<file path="config.mk">
export PLATFORM = sky130hd
export DESIGN_NAME = gaca_ctrl
export DESIGN_NICKNAME = d
export VERILOG_FILES = /design/src/rtl/gaca_pkg.sv /design/src/rtl/gaca_ctrl.sv
export SDC_FILE = /design/constraint.sdc
export NUM_CORES = 1
export LEC_CHECK = 0
export BUFFER_PORTS_ARGS = -buffer_cell sky130_fd_sc_hd__buf_2
export CORE_UTILIZATION = 56
export DETAILED_ROUTE_END_ITERATION = 7
export PLACE_DENSITY = 0.91
export SYNTH_ARGS = -nofsm -noshare
export SYNTH_HDL_FRONTEND = slang
export SYNTH_SLANG_ARGS = --single-unit
</file>
<file path="constraint.sdc">
create_clock -name clk -period 5.73 [get_ports clk]
set_input_delay 1.4325 -clock clk [delete_from_list [all_inputs] [get_ports clk]]
set_output_delay 1.4325 -clock clk [all_outputs]
set_load 0.02 [all_outputs]
</file>
<file path="src/rtl/gaca_pkg.sv">
// ----------------------------------------------------------------------------
// gaca_pkg
// Shared constants, types and codes of the glyph atlas column allocator.
// ----------------------------------------------------------------------------
package gaca_pkg;

  localparam int ATLAS_PIXELS = 1024;
  localparam int MAX_ATLASES  = 4;
  localparam int MAX_COLUMNS  = 32;
  localparam int NUM_CELLS    = MAX_ATLASES * MAX_COLUMNS;

  // Pixel quantities inside an atlas run from 0 to ATLAS_PIXELS.
  localparam int PIX_W = $clog2(ATLAS_PIXELS) + 1;
  localparam int AT_W  = (MAX_ATLASES > 1) ? $clog2(MAX_ATLASES) : 1;
  localparam int COL_W = (MAX_COLUMNS > 1) ? $clog2(MAX_COLUMNS) : 1;
  localparam int CNT_W = $clog2(MAX_COLUMNS + 1);

  // Fixed field widths of the ports.
  localparam int GW_W   = 11;
  localparam int BW_W   = 4;
  localparam int THR_W  = 11;
  localparam int AIDX_W = 2;
  localparam int RPOS_W = 10;
  localparam int PAD_W  = (GW_W + 1 > PIX_W) ? GW_W + 1 : PIX_W;
  localparam int CMP_W  = (PIX_W > THR_W) ? PIX_W : THR_W;

  localparam int S_DATA_W   = 24;
  localparam int S_USER_W   = 2;
  localparam int M_FIELDS_W = AIDX_W + 2 * RPOS_W + 2 * GW_W + 1;
  localparam int M_DATA_W   = 48;
  localparam int M_USER_W   = 1;
  localparam int CFG_IDX_W  = 1;
  localparam int CFG_DATA_W = 11;

  localparam logic [PIX_W-1:0] PIX_FULL = PIX_W'(ATLAS_PIXELS);
  localparam logic [PAD_W-1:0] PAD_FULL = PAD_W'(ATLAS_PIXELS);

  localparam logic KIND_PLACE  = 1'b0;
  localparam logic KIND_FLUSH  = 1'b1;
  localparam logic STATUS_OK   = 1'b0;
  localparam logic STATUS_FAIL = 1'b1;

  localparam logic [CFG_IDX_W-1:0] REG_BORDER = 1'b0;
  localparam logic [CFG_IDX_W-1:0] REG_THRESH = 1'b1;

  localparam logic [BW_W-1:0]  BORDER_RESET = 4'd1;
  localparam logic [THR_W-1:0] THRESH_RESET = 11'd4;

  typedef enum logic [1:0] {
    ST_IDLE,
    ST_SCAN,
    ST_DECIDE,
    ST_DONE
  } state_t;

  // Search record that walks down the column cells.
  typedef struct packed {
    logic             valid;
    logic [PIX_W-1:0] colx;
    logic             exact;
    logic [AT_W-1:0]  ex_atlas;
    logic [COL_W-1:0] ex_col;
    logic [PIX_W-1:0] ex_x;
    logic [PIX_W-1:0] ex_hl;
    logic             found;
    logic [PIX_W-1:0] best_diff;
    logic [AT_W-1:0]  best_atlas;
    logic [COL_W-1:0] best_col;
    logic [PIX_W-1:0] best_x;
    logic [PIX_W-1:0] best_hl;
  } scan_rec_t;

  typedef struct packed {
    logic [PIX_W-1:0] pw;
    logic [PIX_W-1:0] ph;
  } scan_req_t;

  typedef struct packed {
    logic             en;
    logic             new_col;
    logic [AT_W-1:0]  atlas;
    logic [COL_W-1:0] col;
  } col_wr_t;

endpackage

</file>
<file path="src/rtl/gaca_ctrl.sv">
// ----------------------------------------------------------------------------
// gaca_ctrl
// Request sequencer: atlas table, configuration, placement decision and the
// output register.
// ----------------------------------------------------------------------------
module gaca_ctrl (
  input  logic                                             clk,
  input  logic                                             rst,
  input  logic                                             s_tvalid,
  output logic                                             s_tready,
  input  logic [gaca_pkg::S_DATA_W-1:0]                    s_tdata,
  input  logic [gaca_pkg::S_USER_W-1:0]                    s_tuser,
  output logic                                             m_tvalid,
  input  logic                                             m_tready,
  output logic [gaca_pkg::M_DATA_W-1:0]                    m_tdata,
  output logic [gaca_pkg::M_USER_W-1:0]                    m_tuser,
  input  logic                                             cfg_valid,
  output logic                                             cfg_ready,
  input  logic [gaca_pkg::CFG_IDX_W-1:0]                   cfg_index,
  input  logic [gaca_pkg::CFG_DATA_W-1:0]                  cfg_data,
  output logic [gaca_pkg::MAX_ATLASES-1:0]                 scan_en,
  output logic [gaca_pkg::MAX_ATLASES-1:0][gaca_pkg::CNT_W-1:0] col_count,
  output gaca_pkg::scan_req_t                              req,
  output gaca_pkg::col_wr_t                                wr,
  output gaca_pkg::scan_rec_t                              head,
  input  gaca_pkg::scan_rec_t                              tail
);
  import gaca_pkg::*;

  state_t state;
  state_t state_next;

  logic [BW_W-1:0]  border;
  logic [THR_W-1:0] thresh;

  logic [MAX_ATLASES-1:0]            used;
  logic [MAX_ATLASES-1:0]            colour;
  logic [MAX_ATLASES-1:0][PIX_W-1:0] width_left;
  logic [MAX_ATLASES-1:0][CNT_W-1:0] count;

  logic [GW_W-1:0]  req_gw;
  logic [GW_W-1:0]  req_gh;
  logic             req_color;
  logic [BW_W-1:0]  req_bw;
  logic             launch;
  scan_rec_t        tail_q;

  logic             pend_status;
  logic [AIDX_W-1:0] pend_atlas;
  logic [RPOS_W-1:0] pend_x;
  logic [RPOS_W-1:0] pend_y;
  logic [GW_W-1:0]  pend_w;
  logic [GW_W-1:0]  pend_h;
  logic             pend_new;

  logic             s_accept;
  logic             in_kind;
  logic             in_color;
  logic [GW_W-1:0]  in_gw;
  logic [GW_W-1:0]  in_gh;
  logic [PAD_W-1:0] pad_w;
  logic [PAD_W-1:0] pad_h;
  logic             too_big;
  logic             out_load;

  logic             dec_ok;
  logic             dec_newcol;
  logic             dec_newatlas;
  logic [AT_W-1:0]  dec_atlas;
  logic [COL_W-1:0] dec_col;
  logic [PIX_W-1:0] dec_x;
  logic [PIX_W-1:0] dec_hl;
  logic [PIX_W:0]   pos_x;
  logic [PIX_W:0]   pos_y;

  assign s_accept  = s_tvalid && s_tready;
  assign cfg_ready = 1'b1;
  assign in_kind   = s_tuser[0];
  assign in_color  = s_tuser[1];
  assign in_gw     = s_tdata[GW_W-1:0];
  assign in_gh     = s_tdata[2*GW_W-1:GW_W];
  assign pad_w     = PAD_W'(in_gw) + (PAD_W'(border) << 1);
  assign pad_h     = PAD_W'(in_gh) + (PAD_W'(border) << 1);
  assign too_big   = (pad_w > PAD_FULL) || (pad_h > PAD_FULL);
  assign out_load  = (state == ST_DONE) && (!m_tvalid || m_tready);

  assign col_count = count;
  always_comb begin
    for (int a = 0; a < MAX_ATLASES; a++) begin
      scan_en[a] = used[a] && (colour[a] == req_color);
    end
    head       = '0;
    head.valid = launch;
  end

  // Placement choice once the search record has left the last cell.
  always_comb begin
    logic nc_hit;
    logic na_hit;
    dec_ok       = 1'b0;
    dec_newcol   = 1'b0;
    dec_newatlas = 1'b0;
    dec_atlas    = '0;
    dec_col      = '0;
    dec_x        = '0;
    dec_hl       = PIX_FULL;
    nc_hit       = 1'b0;
    na_hit       = 1'b0;
    if (tail_q.exact) begin
      dec_ok    = 1'b1;
      dec_atlas = tail_q.ex_atlas;
      dec_col   = tail_q.ex_col;
      dec_x     = tail_q.ex_x;
      dec_hl    = tail_q.ex_hl;
    end else if (tail_q.found && CMP_W'(tail_q.best_diff) <= CMP_W'(thresh)) begin
      dec_ok    = 1'b1;
      dec_atlas = tail_q.best_atlas;
      dec_col   = tail_q.best_col;
      dec_x     = tail_q.best_x;
      dec_hl    = tail_q.best_hl;
    end else begin
      for (int a = 0; a < MAX_ATLASES; a++) begin
        if (!nc_hit && used[a] && colour[a] == req_color && width_left[a] >= req.pw &&
            count[a] < CNT_W'(MAX_COLUMNS)) begin
          nc_hit    = 1'b1;
          dec_atlas = AT_W'(a);
          dec_col   = COL_W'(count[a]);
          dec_x     = PIX_FULL - width_left[a];
        end
      end
      if (!nc_hit) begin
        for (int a = 0; a < MAX_ATLASES; a++) begin
          if (!na_hit && !used[a]) begin
            na_hit    = 1'b1;
            dec_atlas = AT_W'(a);
          end
        end
      end
      dec_ok       = nc_hit || na_hit;
      dec_newcol   = nc_hit || na_hit;
      dec_newatlas = !nc_hit && na_hit;
    end
    pos_x = (PIX_W + 1)'(dec_x) + (PIX_W + 1)'(req_bw);
    pos_y = (PIX_W + 1)'(PIX_FULL - dec_hl) + (PIX_W + 1)'(req_bw);
  end

  always_comb begin
    state_next = state;
    s_tready   = 1'b0;
    wr         = '0;
    case (state)
      ST_IDLE: begin
        s_tready = 1'b1;
        if (s_accept) begin
          state_next = (in_kind == KIND_FLUSH || too_big) ? ST_DONE : ST_SCAN;
        end
      end
      ST_SCAN: begin
        if (tail.valid) begin
          state_next = ST_DECIDE;
        end
      end
      ST_DECIDE: begin
        wr.en      = dec_ok;
        wr.new_col = dec_newcol;
        wr.atlas   = dec_atlas;
        wr.col     = dec_col;
        state_next = ST_DONE;
      end
      ST_DONE: begin
        if (out_load) begin
          state_next = ST_IDLE;
        end
      end
      default: state_next = ST_IDLE;
    endcase
  end

  always_ff @(posedge clk) begin
    if (rst) begin
      state <= ST_IDLE;
    end else begin
      state <= state_next;
    end
  end

  always_ff @(posedge clk) begin
    if (rst) begin
      border <= BORDER_RESET;
      thresh <= THRESH_RESET;
    end else if (cfg_valid && cfg_ready) begin
      case (cfg_index)
        REG_BORDER: border <= cfg_data[BW_W-1:0];
        REG_THRESH: thresh <= cfg_data[THR_W-1:0];
        default: ;
      endcase
    end
  end

  always_ff @(posedge clk) begin
    if (rst) begin
      used   <= '0;
      colour <= '0;
      count  <= '0;
      launch <= 1'b0;
    end else begin
      launch <= s_accept && in_kind == KIND_PLACE && !too_big;
      if (s_accept && in_kind == KIND_FLUSH) begin
        used   <= '0;
        colour <= '0;
        count  <= '0;
      end else if (state == ST_DECIDE && dec_newcol) begin
        if (dec_newatlas) begin
          used[dec_atlas]   <= 1'b1;
          colour[dec_atlas] <= req_color;
          count[dec_atlas]  <= CNT_W'(1);
        end else begin
          count[dec_atlas]  <= count[dec_atlas] + CNT_W'(1);
        end
      end
    end
  end

  always_ff @(posedge clk) begin
    if (state == ST_DECIDE && dec_newcol) begin
      if (dec_newatlas) begin
        width_left[dec_atlas] <= PIX_FULL - req.pw;
      end else begin
        width_left[dec_atlas] <= width_left[dec_atlas] - req.pw;
      end
    end
    if (state == ST_SCAN && tail.valid) begin
      tail_q <= tail;
    end
    if (s_accept) begin
      req_gw    <= in_gw;
      req_gh    <= in_gh;
      req_color <= in_color;
      req_bw    <= border;
      req.pw    <= PIX_W'(pad_w);
      req.ph    <= PIX_W'(pad_h);
      pend_status <= (in_kind == KIND_PLACE && too_big) ? STATUS_FAIL : STATUS_OK;
      pend_atlas  <= '0;
      pend_x      <= '0;
      pend_y      <= '0;
      pend_w      <= '0;
      pend_h      <= '0;
      pend_new    <= 1'b0;
    end else if (state == ST_DECIDE) begin
      pend_status <= dec_ok ? STATUS_OK : STATUS_FAIL;
      pend_atlas  <= dec_ok ? AIDX_W'(dec_atlas) : '0;
      pend_x      <= dec_ok ? pos_x[RPOS_W-1:0] : '0;
      pend_y      <= dec_ok ? pos_y[RPOS_W-1:0] : '0;
      pend_w      <= dec_ok ? req_gw : '0;
      pend_h      <= dec_ok ? req_gh : '0;
      pend_new    <= dec_newatlas;
    end
  end

  always_ff @(posedge clk) begin
    if (rst) begin
      m_tvalid <= 1'b0;
    end else if (out_load) begin
      m_tvalid <= 1'b1;
    end else if (m_tready) begin
      m_tvalid <= 1'b0;
    end
  end

  always_ff @(posedge clk) begin
    if (out_load) begin
      m_tdata <= {(M_DATA_W - M_FIELDS_W)'(0), pend_new, pend_h, pend_w, pend_y, pend_x,
                  pend_atlas};
      m_tuser <= pend_status;
    end
  end

`ifndef NO_ASSERTIONS
  a_tail_in_scan: assert property (@(posedge clk) disable iff (rst)
    tail.valid |-> state == ST_SCAN)
    else $error("search record left the chain outside of a scan");

  a_write_then_done: assert property (@(posedge clk) disable iff (rst)
    wr.en |=> state == ST_DONE && !wr.en)
    else $error("column write not followed by result hand-off");

  a_load_valid: assert property (@(posedge clk) disable iff (rst)
    out_load |=> m_tvalid && state == ST_IDLE)
    else $error("result not presented after load");

  a_no_accept_busy: assert property (@(posedge clk) disable iff (rst)
    launch |-> state == ST_SCAN && !s_tready)
    else $error("scan launched outside of a scan");
`endif

endmodule

</file>
==> results.md <==
* Clk_lat worst skew at 570 ps
* CP Launch Point: req[17]
* Worst Tran Pin Value at 1089 ps
* Final non-filler cell total at 2,129
* Clock Tree Root: clkbuf_16
* Endpoints failing hold at 0
* Worst reg2reg path depth at 24
* Status: completed
* Post-synth EDFFs at 205
* Relative slew slack at 0.2720
* Multi-input gate area at 6837 um^2
* Most common cell in the synthesized netlist: edfxtp_1
* Sequential area share after synthesis at 0.5144
* Mapped Cells at 1,494
* Hold Path Depth at 0
* FF-to-FF Start: req[17]
* Crit start category: flop
* Area Growth Syn to Fin at 15.05%
* Layout cell share with drive strength beyond 1 at 0.1926
* Buffers on Ports at 216
* Storage element area at 8078 um^2
* FFs w/ async S/R, synth at 0
* Vias per inst at 5.877
* Most used cell, CP: a21oi_1
* Drt drc at 0
* Total congestion overflow at 0
* Vias in the first global route at 11,930
* Routability congestion estimate at 1.007
* Area contributors post-synth: edfxtp_1 (39%), dfxtp_1 (12%), ha_1 (7.3%)
* Final net count at 1,948
* Avg Synthesized Cell Area at 10.51 um^2
* Synth top cells by count: edfxtp_1 (205), nand2_1 (185), nor2_1 (106)
* Die X at 169.5 um
* #FFs+latches synth at 301
* Slew Limit Fails at 0
* Tot Pwr at 7236 uW
* Synthesized area at 15,700 um^2
* 1st-pass router iterations at 7
* R2R Setup Slk at 200 ps
* Crit path cell chain: clkinvlp_4, ha_1, a21oi_1, a21oi_1, a2111oi_2, a21oi_1, a311o_2, a21oi_4, nor2_1, a211oi_1, a31oi_1, buf_4, fa_1, a21o_1, a21oi_1, o21bai_1, a21oi_1, o21ai_0, nand3_1, nand2_1, and3_1, o21ai_0, a21o_1, a21oi_1
* Yosys cell types at 81
* CP endpoint kind: flop
* CTS buffer count at 30
* Die area at 28,710 um^2
* End of the critical path: width_left[43]
* First-pass GRT wire length at 65.10 mm
* Clock buffer depth at 3
* Fin crit share at 0.9650
* Initial antenna violation count at 7
* Die height at 169.5 um
* Minimum clock period at 5530 ps
* Row count at 60
* Main synth FF type: edfxtp_1
* Synth top area share at 0.3920
* Slowest CP cell: edfxtp_1
* Avg WL per Cell at 20.42 um
* Reg clk slew, reported paths at 70 ps
* Fmax achieved at 0.1808 GHz
* Total of max-cap violations at 0
* WP data arrival at 5820 ps
* CTS tree: yes
* Ys Warns at 0
* Vias post-DR at 12,510
* GRT Resource Usage Total at 0.2967
* Kind of critical path: reg -> reg
* Worst min path class: reg -> reg
* I/O Pins at 320
* Core Area at 27,250 um^2
* Antenna-violating nets left at 0
* FF-to-FF End: width_left[43]
* Static leakage at 0.007375 uW
* Worst vdd ir at 0.0003019 V
* CTS sink cnt at 301
* Placed cells at 2,060
* CP peak stage delay at 440 ps
* Critical path required time at 6020 ps
* Largest area contributor in the netlist: edfxtp_1
* Start point of the worst hold path: pend_x[2]
* HPWL after detailed placement at 31.69 mm
* Iteration-0 DRC Markers at 1,490
* Starting Density at 0.5762
* Final setup fails at 0
* Pin count of the biggest net entering global routing at 56
* H-Tree Depth at 1
* Clock skew at 14.37 ps
* Crit path max fanout at 6
* Pwr Density at 400.6 nW/um^2
* Fillers at 2,039
* Drt total wl at 43.47 mm
-- worst min-delay path by stage --
stage                   to  slack, ps
4_1_cts         m_tdata[0]        430
5_1_grt         m_tdata[4]        440
3_5_place_dp   m_tdata[18]        420
6_report        m_tdata[4]        430
2_1_floorplan      m_tuser        400
3_3_place_gp       m_tuser        410
-- critical path: cells and delay by family, from the launching register on --
| family | cells | cell delay [ps] |
|---|---|---|
| fa+ha+maj | 2 | 810 |
| flops | 1 | 440 |
| compound gates | 16 | 3170 |
| buf+inv | 2 | 440 |
| simple gates | 4 | 410 |
-- layout make-up --
class	instances	area share
Antenna cell	7	0.0009696
Clock buffer	36	0.04453
Clock inverter	20	0.01281
Inverter	68	0.01454
Multi-Input combinational cell	1071	0.3784
Sequential cell	301	0.4471
Tap cell	372	0.02576
Timing Repair Buffer	254	0.07584
-- state kept, by name, indices dropped and copies added (netlist names), 2 cells and up --
register,count
req_gw,10
colour,4
pend_atlas,2
pend_y,10
req_bw,4
border,4
req,22
req_gh,10
pend_h,11
thresh,11
state,2
pend_w,11
width_left,44
tail_q,67
col_count,24
m_tdata,45
used,4
pend_x,10
-- per-layer routing --
layer / wire, um / up-vias / track usage
li1: - / 5677 / -
met1: 16380 / 5918 / 0.3836
met2: 20630 / 754 / 0.4867
met3: 4463 / 164 / 0.05457
met4: 1996 / 0 / 0.1336
met5: 0 / - / 0
-- layout by cell type, fill, tap and decap left out, types with 8 or more instances in the layout --
master / n
or3_1: 10
conb_1: 86
xnor2_1: 55
clkbuf_16: 31
inv_1: 65
o21a_1: 8
o21ai_0: 65
a22o_1: 26
ha_1: 91
xor2_1: 31
a31oi_1: 16
nor2_1: 105
nand3_1: 37
nand4_1: 14
nor3_1: 31
buf_2: 216
mux2i_1: 20
and3_1: 24
a211oi_1: 8
nand2_1: 185
a21oi_1: 90
a221oi_1: 11
a21o_1: 19
nand2b_1: 13
dfxtp_1: 96
nor2b_1: 9
edfxtp_1: 205
buf_4: 37
-- where the power goes --
group	internal [uW]	switching, uW	leakage [uW]
sequential	2820	200	0.00269
clock	1220	839	0.000508
combinational	738	1420	0.00418
-- logic make-up (layout without fill, tap and decap cells) --
group,after synthesis,count (layout),share of synthesized area
xor+xnor,87,87,0.04900
flops,301,301,0.5144
compound gates,312,313,0.1313
simple gates,468,468,0.1394
other cells,2,93,0.0004783
buf+inv,207,378,0.07307
fa+ha+maj,96,96,0.07888
mux,21,21,0.01347
-- repair_timing --
item / in CTS / in global routing
setup buffers: 0 / 5
endpoints found under the setup margin: 0 / 8
hold buffers: 0 / 0
resized for setup: 0 / 10
-- through the flow --
step                TNS (ps)  hold slack [ps]  utilization  setup WS, ps  area [um^2]
floorplan                  0            400.3            -         370.9        16020
global placement           0            405.5       0.6215         393.7        16940
detailed placement         0            415.5       0.6215         273.1        16940
CTS                        0            427.2       0.6595         217.6        17970
global route          -13.78            440.2       0.6629        -13.78        18070
finish                     0            432.0       0.6629         200.4        18070
No activity file was read; power rests on OpenSTA's default activity.
