**config.mk**
```make
export PLATFORM = sky130hd
export DESIGN_NAME = gaca_cell
export DESIGN_NICKNAME = d
export VERILOG_FILES = /design/src/rtl/gaca_pkg.sv /design/src/rtl/gaca_cell.sv
export SDC_FILE = /design/constraint.sdc
export NUM_CORES = 1
export LEC_CHECK = 0
export BUFFER_PORTS_ARGS = -buffer_cell sky130_fd_sc_hd__buf_2
export CAP_MARGIN = 5
export CORE_MARGIN = 2
export CORE_UTILIZATION = 30
export CTS_CLUSTER_DIAMETER = 120
export DETAILED_ROUTE_END_ITERATION = 6
export PLACE_DENSITY = 0.63
export SLEW_MARGIN = 40
export SYNTH_ARGS = -nofsm -noshare
export SYNTH_HDL_FRONTEND = slang
export SYNTH_SLANG_ARGS = --single-unit
```
**constraint.sdc**
```tcl
create_clock -name clk -period 5.7 [get_ports clk]
set_input_delay 0.57 -clock clk [delete_from_list [all_inputs] [get_ports clk]]
set_output_delay 0.57 -clock clk [all_outputs]
set_load 0.01 [all_outputs]
```
**src/rtl/gaca_pkg.sv**
```systemverilog
// ----------------------------------------------------------------------------
// gaca_pkg
// Shared constants, types and codes of the glyph atlas column allocator.
// ----------------------------------------------------------------------------
package gaca_pkg;

  localparam int ATLAS_PIXELS = 1024;
  localparam int MAX_ATLASES  = 4;
  localparam int MAX_COLUMNS  = 32;
  localparam int NUM_CELLS    = MAX_ATLASES * MAX_COLUMNS;

  // Pixel quantities inside an atlas run from 0 to ATLAS_PIXELS.
  localparam int PIX_W = $clog2(ATLAS_PIXELS) + 1;
  localparam int AT_W  = (MAX_ATLASES > 1) ? $clog2(MAX_ATLASES) : 1;
  localparam int COL_W = (MAX_COLUMNS > 1) ? $clog2(MAX_COLUMNS) : 1;
  localparam int CNT_W = $clog2(MAX_COLUMNS + 1);

  // Fixed field widths of the ports.
  localparam int GW_W   = 11;
  localparam int BW_W   = 4;
  localparam int THR_W  = 11;
  localparam int AIDX_W = 2;
  localparam int RPOS_W = 10;
  localparam int PAD_W  = (GW_W + 1 > PIX_W) ? GW_W + 1 : PIX_W;
  localparam int CMP_W  = (PIX_W > THR_W) ? PIX_W : THR_W;

  localparam int S_DATA_W   = 24;
  localparam int S_USER_W   = 2;
  localparam int M_FIELDS_W = AIDX_W + 2 * RPOS_W + 2 * GW_W + 1;
  localparam int M_DATA_W   = 48;
  localparam int M_USER_W   = 1;
  localparam int CFG_IDX_W  = 1;
  localparam int CFG_DATA_W = 11;

  localparam logic [PIX_W-1:0] PIX_FULL = PIX_W'(ATLAS_PIXELS);
  localparam logic [PAD_W-1:0] PAD_FULL = PAD_W'(ATLAS_PIXELS);

  localparam logic KIND_PLACE  = 1'b0;
  localparam logic KIND_FLUSH  = 1'b1;
  localparam logic STATUS_OK   = 1'b0;
  localparam logic STATUS_FAIL = 1'b1;

  localparam logic [CFG_IDX_W-1:0] REG_BORDER = 1'b0;
  localparam logic [CFG_IDX_W-1:0] REG_THRESH = 1'b1;

  localparam logic [BW_W-1:0]  BORDER_RESET = 4'd1;
  localparam logic [THR_W-1:0] THRESH_RESET = 11'd4;

  typedef enum logic [1:0] {
    ST_IDLE,
    ST_SCAN,
    ST_DECIDE,
    ST_DONE
  } state_t;

  // Search record that walks down the column cells.
  typedef struct packed {
    logic             valid;
    logic [PIX_W-1:0] colx;
    logic             exact;
    logic [AT_W-1:0]  ex_atlas;
    logic [COL_W-1:0] ex_col;
    logic [PIX_W-1:0] ex_x;
    logic [PIX_W-1:0] ex_hl;
    logic             found;
    logic [PIX_W-1:0] best_diff;
    logic [AT_W-1:0]  best_atlas;
    logic [COL_W-1:0] best_col;
    logic [PIX_W-1:0] best_x;
    logic [PIX_W-1:0] best_hl;
  } scan_rec_t;

  typedef struct packed {
    logic [PIX_W-1:0] pw;
    logic [PIX_W-1:0] ph;
  } scan_req_t;

  typedef struct packed {
    logic             en;
    logic             new_col;
    logic [AT_W-1:0]  atlas;
    logic [COL_W-1:0] col;
  } col_wr_t;

endpackage

```
**src/rtl/gaca_cell.sv**
```systemverilog
// ----------------------------------------------------------------------------
// gaca_cell
// One column slot: holds its width and height left, updates the passing
// search record and registers it for the next cell.
// ----------------------------------------------------------------------------
module gaca_cell (
  input  logic                      clk,
  input  logic                      rst,
  input  logic [gaca_pkg::AT_W-1:0]  cell_atlas,
  input  logic [gaca_pkg::COL_W-1:0] cell_col,
  input  logic                      atlas_match,
  input  logic [gaca_pkg::CNT_W-1:0] col_count,
  input  gaca_pkg::scan_req_t        req,
  input  gaca_pkg::col_wr_t          wr,
  input  gaca_pkg::scan_rec_t        rec_in,
  output gaca_pkg::scan_rec_t        rec_out
);
  import gaca_pkg::*;

  logic [PIX_W-1:0] col_w;
  logic [PIX_W-1:0] col_hl;
  logic             live;
  logic             fits;
  logic [PIX_W-1:0] colx_base;
  logic [PIX_W-1:0] diff;
  scan_rec_t        rec_next;

  always_comb begin
    live      = atlas_match && (CNT_W'(cell_col) < col_count);
    // Column positions restart at the first slot of every atlas.
    colx_base = (cell_col == '0) ? '0 : rec_in.colx;
    diff      = col_w - req.pw;
    fits      = live && !rec_in.exact && (col_w >= req.pw) && (col_hl >= req.ph);
    rec_next  = rec_in;
    rec_next.colx = live ? PIX_W'(colx_base + col_w) : colx_base;
    if (fits) begin
      if (diff == '0) begin
        rec_next.exact    = 1'b1;
        rec_next.ex_atlas = cell_atlas;
        rec_next.ex_col   = cell_col;
        rec_next.ex_x     = colx_base;
        rec_next.ex_hl    = col_hl;
      end else if (!rec_in.found || diff < rec_in.best_diff) begin
        rec_next.found      = 1'b1;
        rec_next.best_diff  = diff;
        rec_next.best_atlas = cell_atlas;
        rec_next.best_col   = cell_col;
        rec_next.best_x     = colx_base;
        rec_next.best_hl    = col_hl;
      end
    end
  end

  always_ff @(posedge clk) begin
    if (rst) begin
      rec_out <= '0;
    end else begin
      rec_out <= rec_next;
    end
  end

  always_ff @(posedge clk) begin
    if (wr.en && wr.atlas == cell_atlas && wr.col == cell_col) begin
      if (wr.new_col) begin
        col_w  <= req.pw;
        col_hl <= PIX_FULL - req.ph;
      end else begin
        col_hl <= col_hl - req.ph;
      end
    end
  end

endmodule

```
==> run metrics, run 1 <==
IO Port Bufs 212; Core ar. 0.01953 mm2; Post-synth EDFFs 22; # setup viols final 0; Routed Antenna Nets 0; CTS clk-pin slew, worst paths 0.07 ns; layout cell share with drive strength beyond 1 28.41%; clock sink count 105; Ports 213; Final Hold Vio Count 0; Util after Layout 39.06%; Synth Cell Area 0.005986 mm2; clk root buf clkbuf_16; worst vdd ir 0.1338 mV; Slew @ Worst Pin 0.7499 ns; most common cell after layout, fill and taps aside buf_2; CTS tree done; Unique masters post-synth 55; vias per cell 4.884; cells after synthesis 680; dpl hpwl 14.74 mm; crit path launch col_w[0]; max cap viols 0; Power Dens Cells 237.0 mW/mm2; setup bufs post-CTS 0; Max Fclk 227.6 MHz; CTS Buf Count 9; clk_skew 0.009498 ns; Max transition margin 49.85%; hold buffers post-CTS 0; DIE HEIGHT 145.3 um; die area 0.02110 mm2; sequential area share after synthesis 38.80%; initial antenna violation count 4; Yosys top cell by area dfxtp_1; post-synth top area share 27.76%; FP Rows 51; r2r worst-path depth 17; Synth Register Bits 105; final global-route overflow total 0; largest net degree at the start of global routing 84; CP Capture Point rec_out[13]; first-pass GRT wire length 30.09 mm; reg-to-reg endpoint rec_out[13]; ranking of synthesized cells by area dfxtp_1 28%, edfxtp_1 11%, ha_1 9.8%, mux2i_1 6.4%, a21oi_1 5.2%; DR vias 5607; post-layout min period 4.394 ns; type of the most critical hold path input port to flip-flop; WL final 19.46 mm; Final #Nets 1055; flop-to-flop setup slack 1.31 ns; drt pass-1 iters 5; mean area per synthesized cell 8.803 um2; unrepaired setup endpoints after global routing false; FF-to-FF Start col_w[0]; most common flop cell mapped by yosys dfxtp_1; Max clock buf depth 2; vias in the first global route 5432; Die Wd 145.3 um; gpl congestion 0.8541; Tcrit/Tclk final 77.09%; post_cts resized 0; FFs w/ async S/R, synth 0%; initial DRC count 287; syn_nets 860; Crit path required time 5.90 ns; Avg WL per Cell 16.95 um; CP Launch Type flip-flop; htree depth 3; kind of critical path flip-flop to flip-flop; Residual DRC 0; Setup crit end kind flip-flop; setup TNS 0 ns; Max FO, Critical Path 23; area grow syn2layout 27.40%; Initial Utilization 30.65%; GRT Total Usage 18.15%; leakage 3.505 nW; CP arrival 4.60 ns; commonest non-fill, non-tap cells in the layout 212 x buf_2, 83 x dfxtp_1, 62 x a21oi_1; total power draw 1.807 mW; max-slew violations 0; status finished, final reports clean; Synthesis Warnings 0; clk_lat worst skew 0.35 ns
-- report_power, final --
group / internal [mW] / total, mW / leakage, nW / switching (mW)
Sequential: 0.795 / 0.804 / 0.890 / 0.00930
Combinational: 0.149 / 0.336 / 2.46 / 0.187
Clock: 0.369 / 0.667 / 0.158 / 0.299
Total: 1.31 / 1.81 / 3.50 / 0.495
-- registers in the layout, indices dropped and copies added, names as in the netlist --
| signal | cells |
|---|---|
| rec_out | 83 |
| col_hl | 11 |
| col_w | 11 |
-- through the flow --
stage	setup slack (ns)	hold WS (ns)	area [um2]	std cells
6_report	1.306	0.4051	7626	1148
5_1_grt	0.9619	0.3862	7619	1145
4_1_cts	1.293	0.3847	7615	1145
3_5_place_dp	1.174	0.5543	7289	1129
3_3_place_gp	1.270	0.5546	7256	1128
2_1_floorplan	1.955	0.5064	5986	680
-- how the worst min path moves through the flow --
| stage | start | end | slack (ns) | cells past startpoint |
|---|---|---|---|---|
| 2_1_floorplan | col_hl[0] | rec_out[41] | 0.51 | 2 |
| 3_3_place_gp | col_hl[5] | rec_out[46] | 0.55 | 2 |
| 3_5_place_dp | col_hl[5] | rec_out[46] | 0.55 | 2 |
| 4_1_cts | req[15] | col_w[4] | 0.38 | 1 |
| 5_1_grt | req[16] | col_w[5] | 0.39 | 1 |
| 6_report | req[16] | col_w[5] | 0.41 | 1 |
-- synth_stat cells, types with 2 or more instances --
master	instances
nand4_1	6
nand2_1	26
ha_1	47
nor2_1	57
a211oi_1	6
nor2b_1	4
xor2_1	6
fa_1	3
o311a_1	2
a21o_1	10
nor3b_1	2
nand2b_1	8
inv_1	50
clkbuf_1	23
nand3_1	47
mux2i_1	38
o211ai_1	4
o21bai_1	3
a31oi_1	6
buf_2	3
o21a_1	2
xnor2_1	28
o21ai_0	60
a2bb2oi_1	2
a31o_2	3
and3_1	3
buf_4	3
nor3_1	13
or2_2	4
o31ai_1	2
dfxtp_1	83
buf_6	4
a21oi_1	62
and2_1	11
edfxtp_1	22
buf_1	2
or3_1	7
-- kinds of logic after synthesis --
family	synth area share (%)
and+or+nand+nor	16.03
AOI/OAI and AO/OA	16.74
DFF	38.80
buffers and inverters	6.083
adders and majority gates	10.83
muxes	6.543
xor gates and xnor gates	4.975
-- layer usage --
metal  wire length, um  GRT usage, %
met4               295         4.706
met1              8839         23.79
met5                 0             0
met3              1363         4.969
met2              8962         29.55
-- area by class of cell --
cell class / count / area, um2
Fill cell: 2056 / 11900
Multi-Input combinational cell: 490 / 3314
Sequential cell: 105 / 2322
Timing Repair Buffer: 219 / 1137
Tap cell: 265 / 331.6
Clock buffer: 12 / 289.0
Inverter: 50 / 187.7
Clock inverter: 4 / 36.28
Antenna cell: 3 / 7.507
-- worst max-delay path: stages, from the launching register on --
cell	delay [ns]
edfxtp_1	0.48
inv_1	0.10
ha_1	0.15
inv_1	0.05
fa_1	0.39
a21oi_1	0.22
o211ai_1	0.17
a31oi_1	0.23
xnor2_1	0.23
ha_1	0.31
a21o_1	0.16
a221o_1	0.33
a31oi_1	0.14
a2bb2oi_1	0.20
nand2_1	0.40
buf_4	0.39
o21ai_0	0.19
a21oi_1	0.09
Power figures use the tool's default switching activity.
==> inputs of run 2 (changes only) <==
--- a/config.mk
+++ b/config.mk
@@ -5,13 +5,14 @@
 export SDC_FILE = /design/constraint.sdc
 export NUM_CORES = 1
 export LEC_CHECK = 0
+export ABC_AREA = 1
 export BUFFER_PORTS_ARGS = -buffer_cell sky130_fd_sc_hd__buf_2
 export CAP_MARGIN = 5
 export CORE_MARGIN = 2
 export CORE_UTILIZATION = 30
 export CTS_CLUSTER_DIAMETER = 120
 export DETAILED_ROUTE_END_ITERATION = 6
-export PLACE_DENSITY = 0.63
+export PLACE_DENSITY = 0.61
 export SLEW_MARGIN = 40
 export SYNTH_ARGS = -nofsm -noshare
 export SYNTH_HDL_FRONTEND = slang
==> constraint.sdc (replaced) <==
create_clock -name clk -period 4.18 [get_ports clk]
set_input_delay 0.418 -clock clk [delete_from_list [all_inputs] [get_ports clk]]
set_output_delay 0.418 -clock clk [all_outputs]
set_load 0.01 [all_outputs]
==> run metrics, run 2 <==
status finished, final reports clean; Max Fclk 275.7 MHz (+21%); clk_lat worst skew 0.36 ns (about the same); CP arrival 3.92 ns (-0.68 ns); max cap viols 0 (unchanged); die area 0.02501 mm2 (+19%); Final #Nets 1490 (+41%); clk_skew 0.01325 ns (+0.003749 ns); syn_nets 1296 (+51%); top cells by count, synth 265 x nand2_1, 244 x inv_1, 148 x nor2_1, 83 x dfxtp_1, 74 x nand3_1; WL final 22.88 mm (+18%); Core ar. 0.02340 mm2 (+20%); gpl congestion 0.8968 (+5.0%); setup TNS 0 ns (unchanged); vias per cell 4.475 (-8.4%); total power draw 2.462 mW (+36%); DR vias 7307 (+30%); setup bufs post-CTS 0 (unchanged); type of the most critical hold path input port to flip-flop; Fin Hold WS 0.2546 ns (-0.1505 ns); number of flip-flops in the largest register 83 (unchanged); Residual DRC 0 (unchanged); antenna cells 0 (-3); commonest non-fill, non-tap cells in the layout 265 x nand2_1, 243 x inv_1, 212 x buf_2; Synthesis Warnings 0 (unchanged); GRT Total Usage 18.12% (-0.028 points); CTS Buf Count 9 (unchanged); initial antenna violation count 0 (-4); Setup crit end kind flip-flop; post_cts resized 0 (unchanged); drt pass-1 iters 5 (unchanged); most common flop cell mapped by yosys dfxtp_1; final global-route overflow total 0 (unchanged); count leader, synth nand2_1; CP Launch Type flip-flop; kind of critical path flip-flop to flip-flop; leakage 5.214 nW (+49%); Unique masters post-synth 40 (-27%); FP Rows 56 (+9.8%); # setup viols final 0 (unchanged); first-pass GRT wire length 34.87 mm (+16%); Max clock buf depth 2 (unchanged); largest net degree at the start of global routing 48 (-43%); Reg with most FFs rec_out; Yosys top cell by area dfxtp_1; clk root buf clkbuf_16; dpl hpwl 17.94 mm (+22%); FFs w/ async S/R, synth 0% (unchanged); Routed Antenna Nets 0 (unchanged); Synth Register Bits 105 (unchanged); post-layout min period 3.628 ns (-0.7663 ns); IO Port Bufs 212 (unchanged); sequential area share after synthesis 32.58% (-6.2 points); placed cell count 1618 (+43%); Initial Utilization 30.45% (-0.20 points); layout cell share with drive strength beyond 1 20.32% (-8.1 points); # fillers 2620 (+27%); DIE HEIGHT 158.1 um (+8.9%); unrepaired setup endpoints after global routing false; Max transition margin 48.19% (-1.7 points); Crit path required time 4.47 ns (-1.43 ns); Final Hold Vio Count 0 (unchanged); most common cell after layout, fill and taps aside nand2_1; vias in the first global route 6841 (+26%); Power Dens Cells 281.5 mW/mm2 (+19%); ranking of synthesized cells by area dfxtp_1 23%, nand2_1 14%, inv_1 13%, edfxtp_1 9.3%, ha_1 8.3%; Synth Cell Area 0.007127 mm2 (+19%); area grow syn2layout 22.68%; worst vdd ir 0.1608 mV (+20%); Slew @ Worst Pin 0.7760 ns (+0.02610 ns); Post-synth EDFFs 22 (unchanged); initial DRC count 400 (+39%); Die Wd 158.1 um (+8.9%); post-synth top area share 23.31% (-4.4 points); largest registers rec_out: 83 flops, col_hl: 11 flops, col_w: 11 flops; Max FO, Critical Path 37 (+61%); mean area per synthesized cell 6.386 um2 (-27%); CTS clk-pin slew, worst paths 0.07 ns (about the same); Tcrit/Tclk final 86.79% (+9.7 points); htree depth 3 (unchanged); clock sink count 105 (unchanged); Cell Count, Final, Fillers Out 1633 (+42%); max-slew violations 0 (unchanged); Avg WL per Cell 14.01 um (-17%); cells after synthesis 1116 (+64%); hold buffers post-CTS 0 (unchanged); CTS tree done; Ports 213 (unchanged)
[run 2: cell count changes in the layout (fill, tap and decap cells not counted), sizes merged, moves of 10 or more]
cell and delta:
a21oi -21, and2 -10, inv +204, mux2i -38, nand2 +252, nand3 +29
nand4 +29, nor2 +94, o21ai -29, xnor2 -23
[run 2: final cells by class]
| cell class | count | area (um2) | share of cell area (%) |
|---|---|---|---|
| Multi-Input combinational cell | 714 | 3642 | 41.66 |
| Tap cell | 319 | 399.1 | 4.565 |
| Inverter | 257 | 964.7 | 11.03 |
| Clock buffer | 14 | 254.0 | 2.905 |
| Sequential cell | 105 | 2322 | 26.56 |
| Timing Repair Buffer | 223 | 1156 | 13.22 |
| Clock inverter | 1 | 5.005 | 0.05724 |
[run 2: worst max-delay path, stage by stage, from the launching register on]
cell      delay, ns
edfxtp_1       0.44
inv_1          0.09
ha_1           0.13
inv_1          0.07
fa_1           0.40
nand2_1        0.11
nand2_1        0.06
nand3_1        0.08
nand2_1        0.07
nand2_1        0.07
nand2_1        0.05
nand2_1        0.07
nand2_2        0.08
ha_1           0.32
nand4_1        0.12
nor2_1         0.11
nand4_1        0.08
nand3_1        0.08
nand2_1        0.14
inv_2          0.56
nor2_1         0.09
nand3_1        0.11
nand2_1        0.07
nor2_1         0.14
[run 2: where the power goes]
group	leakage, nW	internal (mW)	switching (mW)	total, mW
sequential	0.890	1.09	0.0166	1.10
combinational	4.20	0.212	0.338	0.551
clock	0.127	0.419	0.390	0.809
total	5.21	1.72	0.745	2.46
[run 2: per-layer routing]
layer  wire, um  part of all wire, %  GRT usage [%]  vias up
met4        666                  2.9          7.508        0
met2      10400                   45          30.04      232
li1           -                    -              -     3813
met1      10430                   46          23.17     3219
met5          0                    0              0        -
met3       1391                  6.1          3.312       43
[run 2: path summary, 6_finish.rpt]
| kind | start | depth (start not counted) | end | slack [ns] |
|---|---|---|---|---|
| max | col_w[0] | 23 | rec_out[14] | 0.55 |
| min | req[11] | 1 | col_w[0] | 0.25 |
| min reg2reg | col_hl[0] | 4 | rec_out[0] | 0.70 |
| max reg2reg | col_w[0] | 23 | rec_out[14] | 0.55 |
[run 2: kinds of logic (layout without fill, tap and decap cells)]
group | count (synthesis) | after routing | share of synthesized area, %
flops | 105 | 105 | 32.58
buf+inv | 297 | 495 | 16.34
fa+ha+maj | 50 | 50 | 9.094
compound gates | 95 | 95 | 7.391
simple gates | 558 | 558 | 33.23
xor+xnor | 11 | 11 | 1.352
[run 2: stage by stage]
step | setup slack, ns | instance area (um2) | utilization, %
2_1_floorplan | 1.153 | 7127 | -
3_3_place_gp | 0.6576 | 8482 | 36.24
3_5_place_dp | 0.5807 | 8484 | 36.25
4_1_cts | 0.5405 | 8743 | 37.36
5_1_grt | 0.1465 | 8743 | 37.36
6_report | 0.5524 | 8743 | 37.36
==> inputs of run 3 (changes only) <==
--- a/config.mk
+++ b/config.mk
@@ -5,14 +5,13 @@
 export SDC_FILE = /design/constraint.sdc
 export NUM_CORES = 1
 export LEC_CHECK = 0
-export ABC_AREA = 1
 export BUFFER_PORTS_ARGS = -buffer_cell sky130_fd_sc_hd__buf_2
 export CAP_MARGIN = 5
 export CORE_MARGIN = 2
 export CORE_UTILIZATION = 30
 export CTS_CLUSTER_DIAMETER = 120
 export DETAILED_ROUTE_END_ITERATION = 6
-export PLACE_DENSITY = 0.61
+export PLACE_DENSITY = 0.63
 export SLEW_MARGIN = 40
 export SYNTH_ARGS = -nofsm -noshare
 export SYNTH_HDL_FRONTEND = slang
==> run metrics, run 3 (synthesized netlist as in run 1, its figures left out) <==
Crit path required time 4.47 ns (about the same); Slew @ Worst Pin 0.6796 ns (-0.09641 ns); CP Launch Type flip-flop; reg-to-reg endpoint rec_out[29]; clock sink count 105 (unchanged); gpl congestion 0.8579 (-4.3%); number of flip-flops in the largest register 83 (unchanged); worst vdd ir 0.1885 mV (+17%); Max clock buf depth 2 (unchanged); commonest non-fill, non-tap cells in the layout 211 x buf_2, 83 x dfxtp_1, 61 x a21oi_1; Max transition margin 54.65% (+6.5 points); final global-route overflow total 0 (unchanged); vias per cell 4.886 (+9.2%); htree depth 3 (unchanged); Routed Antenna Nets 0 (unchanged); Final Hold Vio Count 0 (unchanged); r2r worst-path depth 17 (-26%); Power Dens Cells 320.0 mW/mm2 (+14%); clk_lat worst skew 0.36 ns (about the same); crit path launch col_w[0]; FF-to-FF Start col_w[0]; Avg WL per Cell 17.04 um (+22%); die area 0.02110 mm2 (-16%); flop-to-flop setup slack 0.36 ns (-0.19 ns); CP arrival 4.10 ns (+0.18 ns); max layer used met4; Ports 213 (unchanged); Initial Utilization 30.65% (+0.20 points); CTS tree done; clk root buf clkbuf_16; CP Capture Point rec_out[29]; status finished, final reports clean; post-layout min period 3.817 ns (+0.1889 ns); max cap viols 0 (unchanged); CTS Buf Count 9 (unchanged); Die Wd 145.3 um (-8.1%); unrepaired setup endpoints after global routing false; CTS clk-pin slew, worst paths 0.07 ns (about the same); drt pass-1 iters 5 (unchanged); initial DRC count 375 (-6.3%); met1 WL 8.956 mm (-14%); GRT Total Usage 18.72% (+0.60 points); Final #Nets 1062 (-29%); largest net degree at the start of global routing 43 (-10%); setup TNS 0 ns (unchanged); DR vias 5648 (-23%); fin area 0.007652 mm2 (-12%); DIE HEIGHT 145.3 um (-8.1%); most common cell after layout, fill and taps aside buf_2; Max Fclk 262.0 MHz (-4.9%); Residual DRC 0 (unchanged); kind of critical path flip-flop to flip-flop; Reg with most FFs rec_out; setup bufs post-CTS 0 (unchanged); Setup crit end kind flip-flop; type of the most critical hold path input port to flip-flop; largest registers rec_out: 83 flops, col_hl: 11 flops, col_w: 11 flops; vias in the first global route 5466 (-20%); leakage 3.521 nW (-32%); layout cell share with drive strength beyond 1 28.75% (+8.4 points); IO Port Bufs 212 (unchanged); first-pass GRT wire length 30.46 mm (-13%); routed wl met2 8.824 mm (-15%); Post-DP Area 0.007333 mm2 (-14%); area grow syn2layout 27.84%; met3 routed WL 1.512 mm (+8.7%); dpl hpwl 15.21 mm (-15%); clk_skew 0.01019 ns (-0.003056 ns); Tcrit/Tclk final 91.30% (+4.5 points); FP Rows 51 (-8.9%); Max FO, Critical Path 15 (-59%); # setup viols final 0 (unchanged); initial antenna violation count 4 (+4); Core ar. 0.01953 mm2 (-17%); WL final 19.70 mm (-14%); max-slew violations 0 (unchanged)
## run 3: what timing repair did
item                       CTS  global route
setup endpoints to repair    0             1
resized for setup            0             1
hold buffers                 0             0
## run 3: layer usage
layer	GRT usage, %	vias up
met2	29.69	217
li1	-	2805
met1	25.50	2605
met3	3.805	21
met4	6.078	0
met5	0	-
## run 3: layout make-up
type	instances	area [um2]
Tap cell	265	331.6
Multi-Input combinational cell	490	3318
Antenna cell	4	10.01
Clock inverter	2	37.54
Timing Repair Buffer	226	1181
Clock buffer	14	264.0
Inverter	50	187.7
Fill cell	2038	11870
Sequential cell	105	2322
## run 3: worst min-delay path by stage
stage / from / to / cells past startpoint
after floorplan: col_hl[0] / rec_out[41] / 2
after global placement: col_hl[5] / rec_out[46] / 2
after detailed placement: col_hl[5] / rec_out[46] / 2
after CTS: req[17] / col_w[6] / 1
after global routing: req[16] / col_w[5] / 1
final: req[16] / col_w[5] / 1
## run 3: critical path: stages (launching register included)
cell	delay, ns
edfxtp_1	0.41
inv_1	0.07
ha_1	0.14
inv_1	0.05
fa_1	0.41
a21oi_2	0.19
o211ai_1	0.15
a31oi_1	0.22
xnor2_1	0.22
ha_1	0.31
a21o_1	0.16
a221o_1	0.33
a31oi_1	0.16
a2bb2oi_1	0.21
nand2_1	0.09
buf_4	0.19
or3_1	0.31
a21oi_1	0.13
## run 3: through the flow
step           power (mW)  util [%]  hold slack, ns  setup WS, ns  instances
2_1_floorplan       1.389         -          0.5064        0.5769        680
3_3_place_gp        1.579     37.53          0.5565        0.3665       1136
3_5_place_dp        1.584     37.56          0.5618        0.2637       1136
4_1_cts             2.477     39.10          0.2369        0.2898       1152
5_1_grt             2.580     39.15          0.2442       0.02976       1153
6_report            2.448     39.19          0.2547        0.3635       1156
## run 3: report_power, final
| group | internal (mW) | switching (mW) |
|---|---|---|
| Combinational | 0.206 | 0.258 |
| Sequential | 1.08 | 0.0125 |
| Clock | 0.499 | 0.388 |
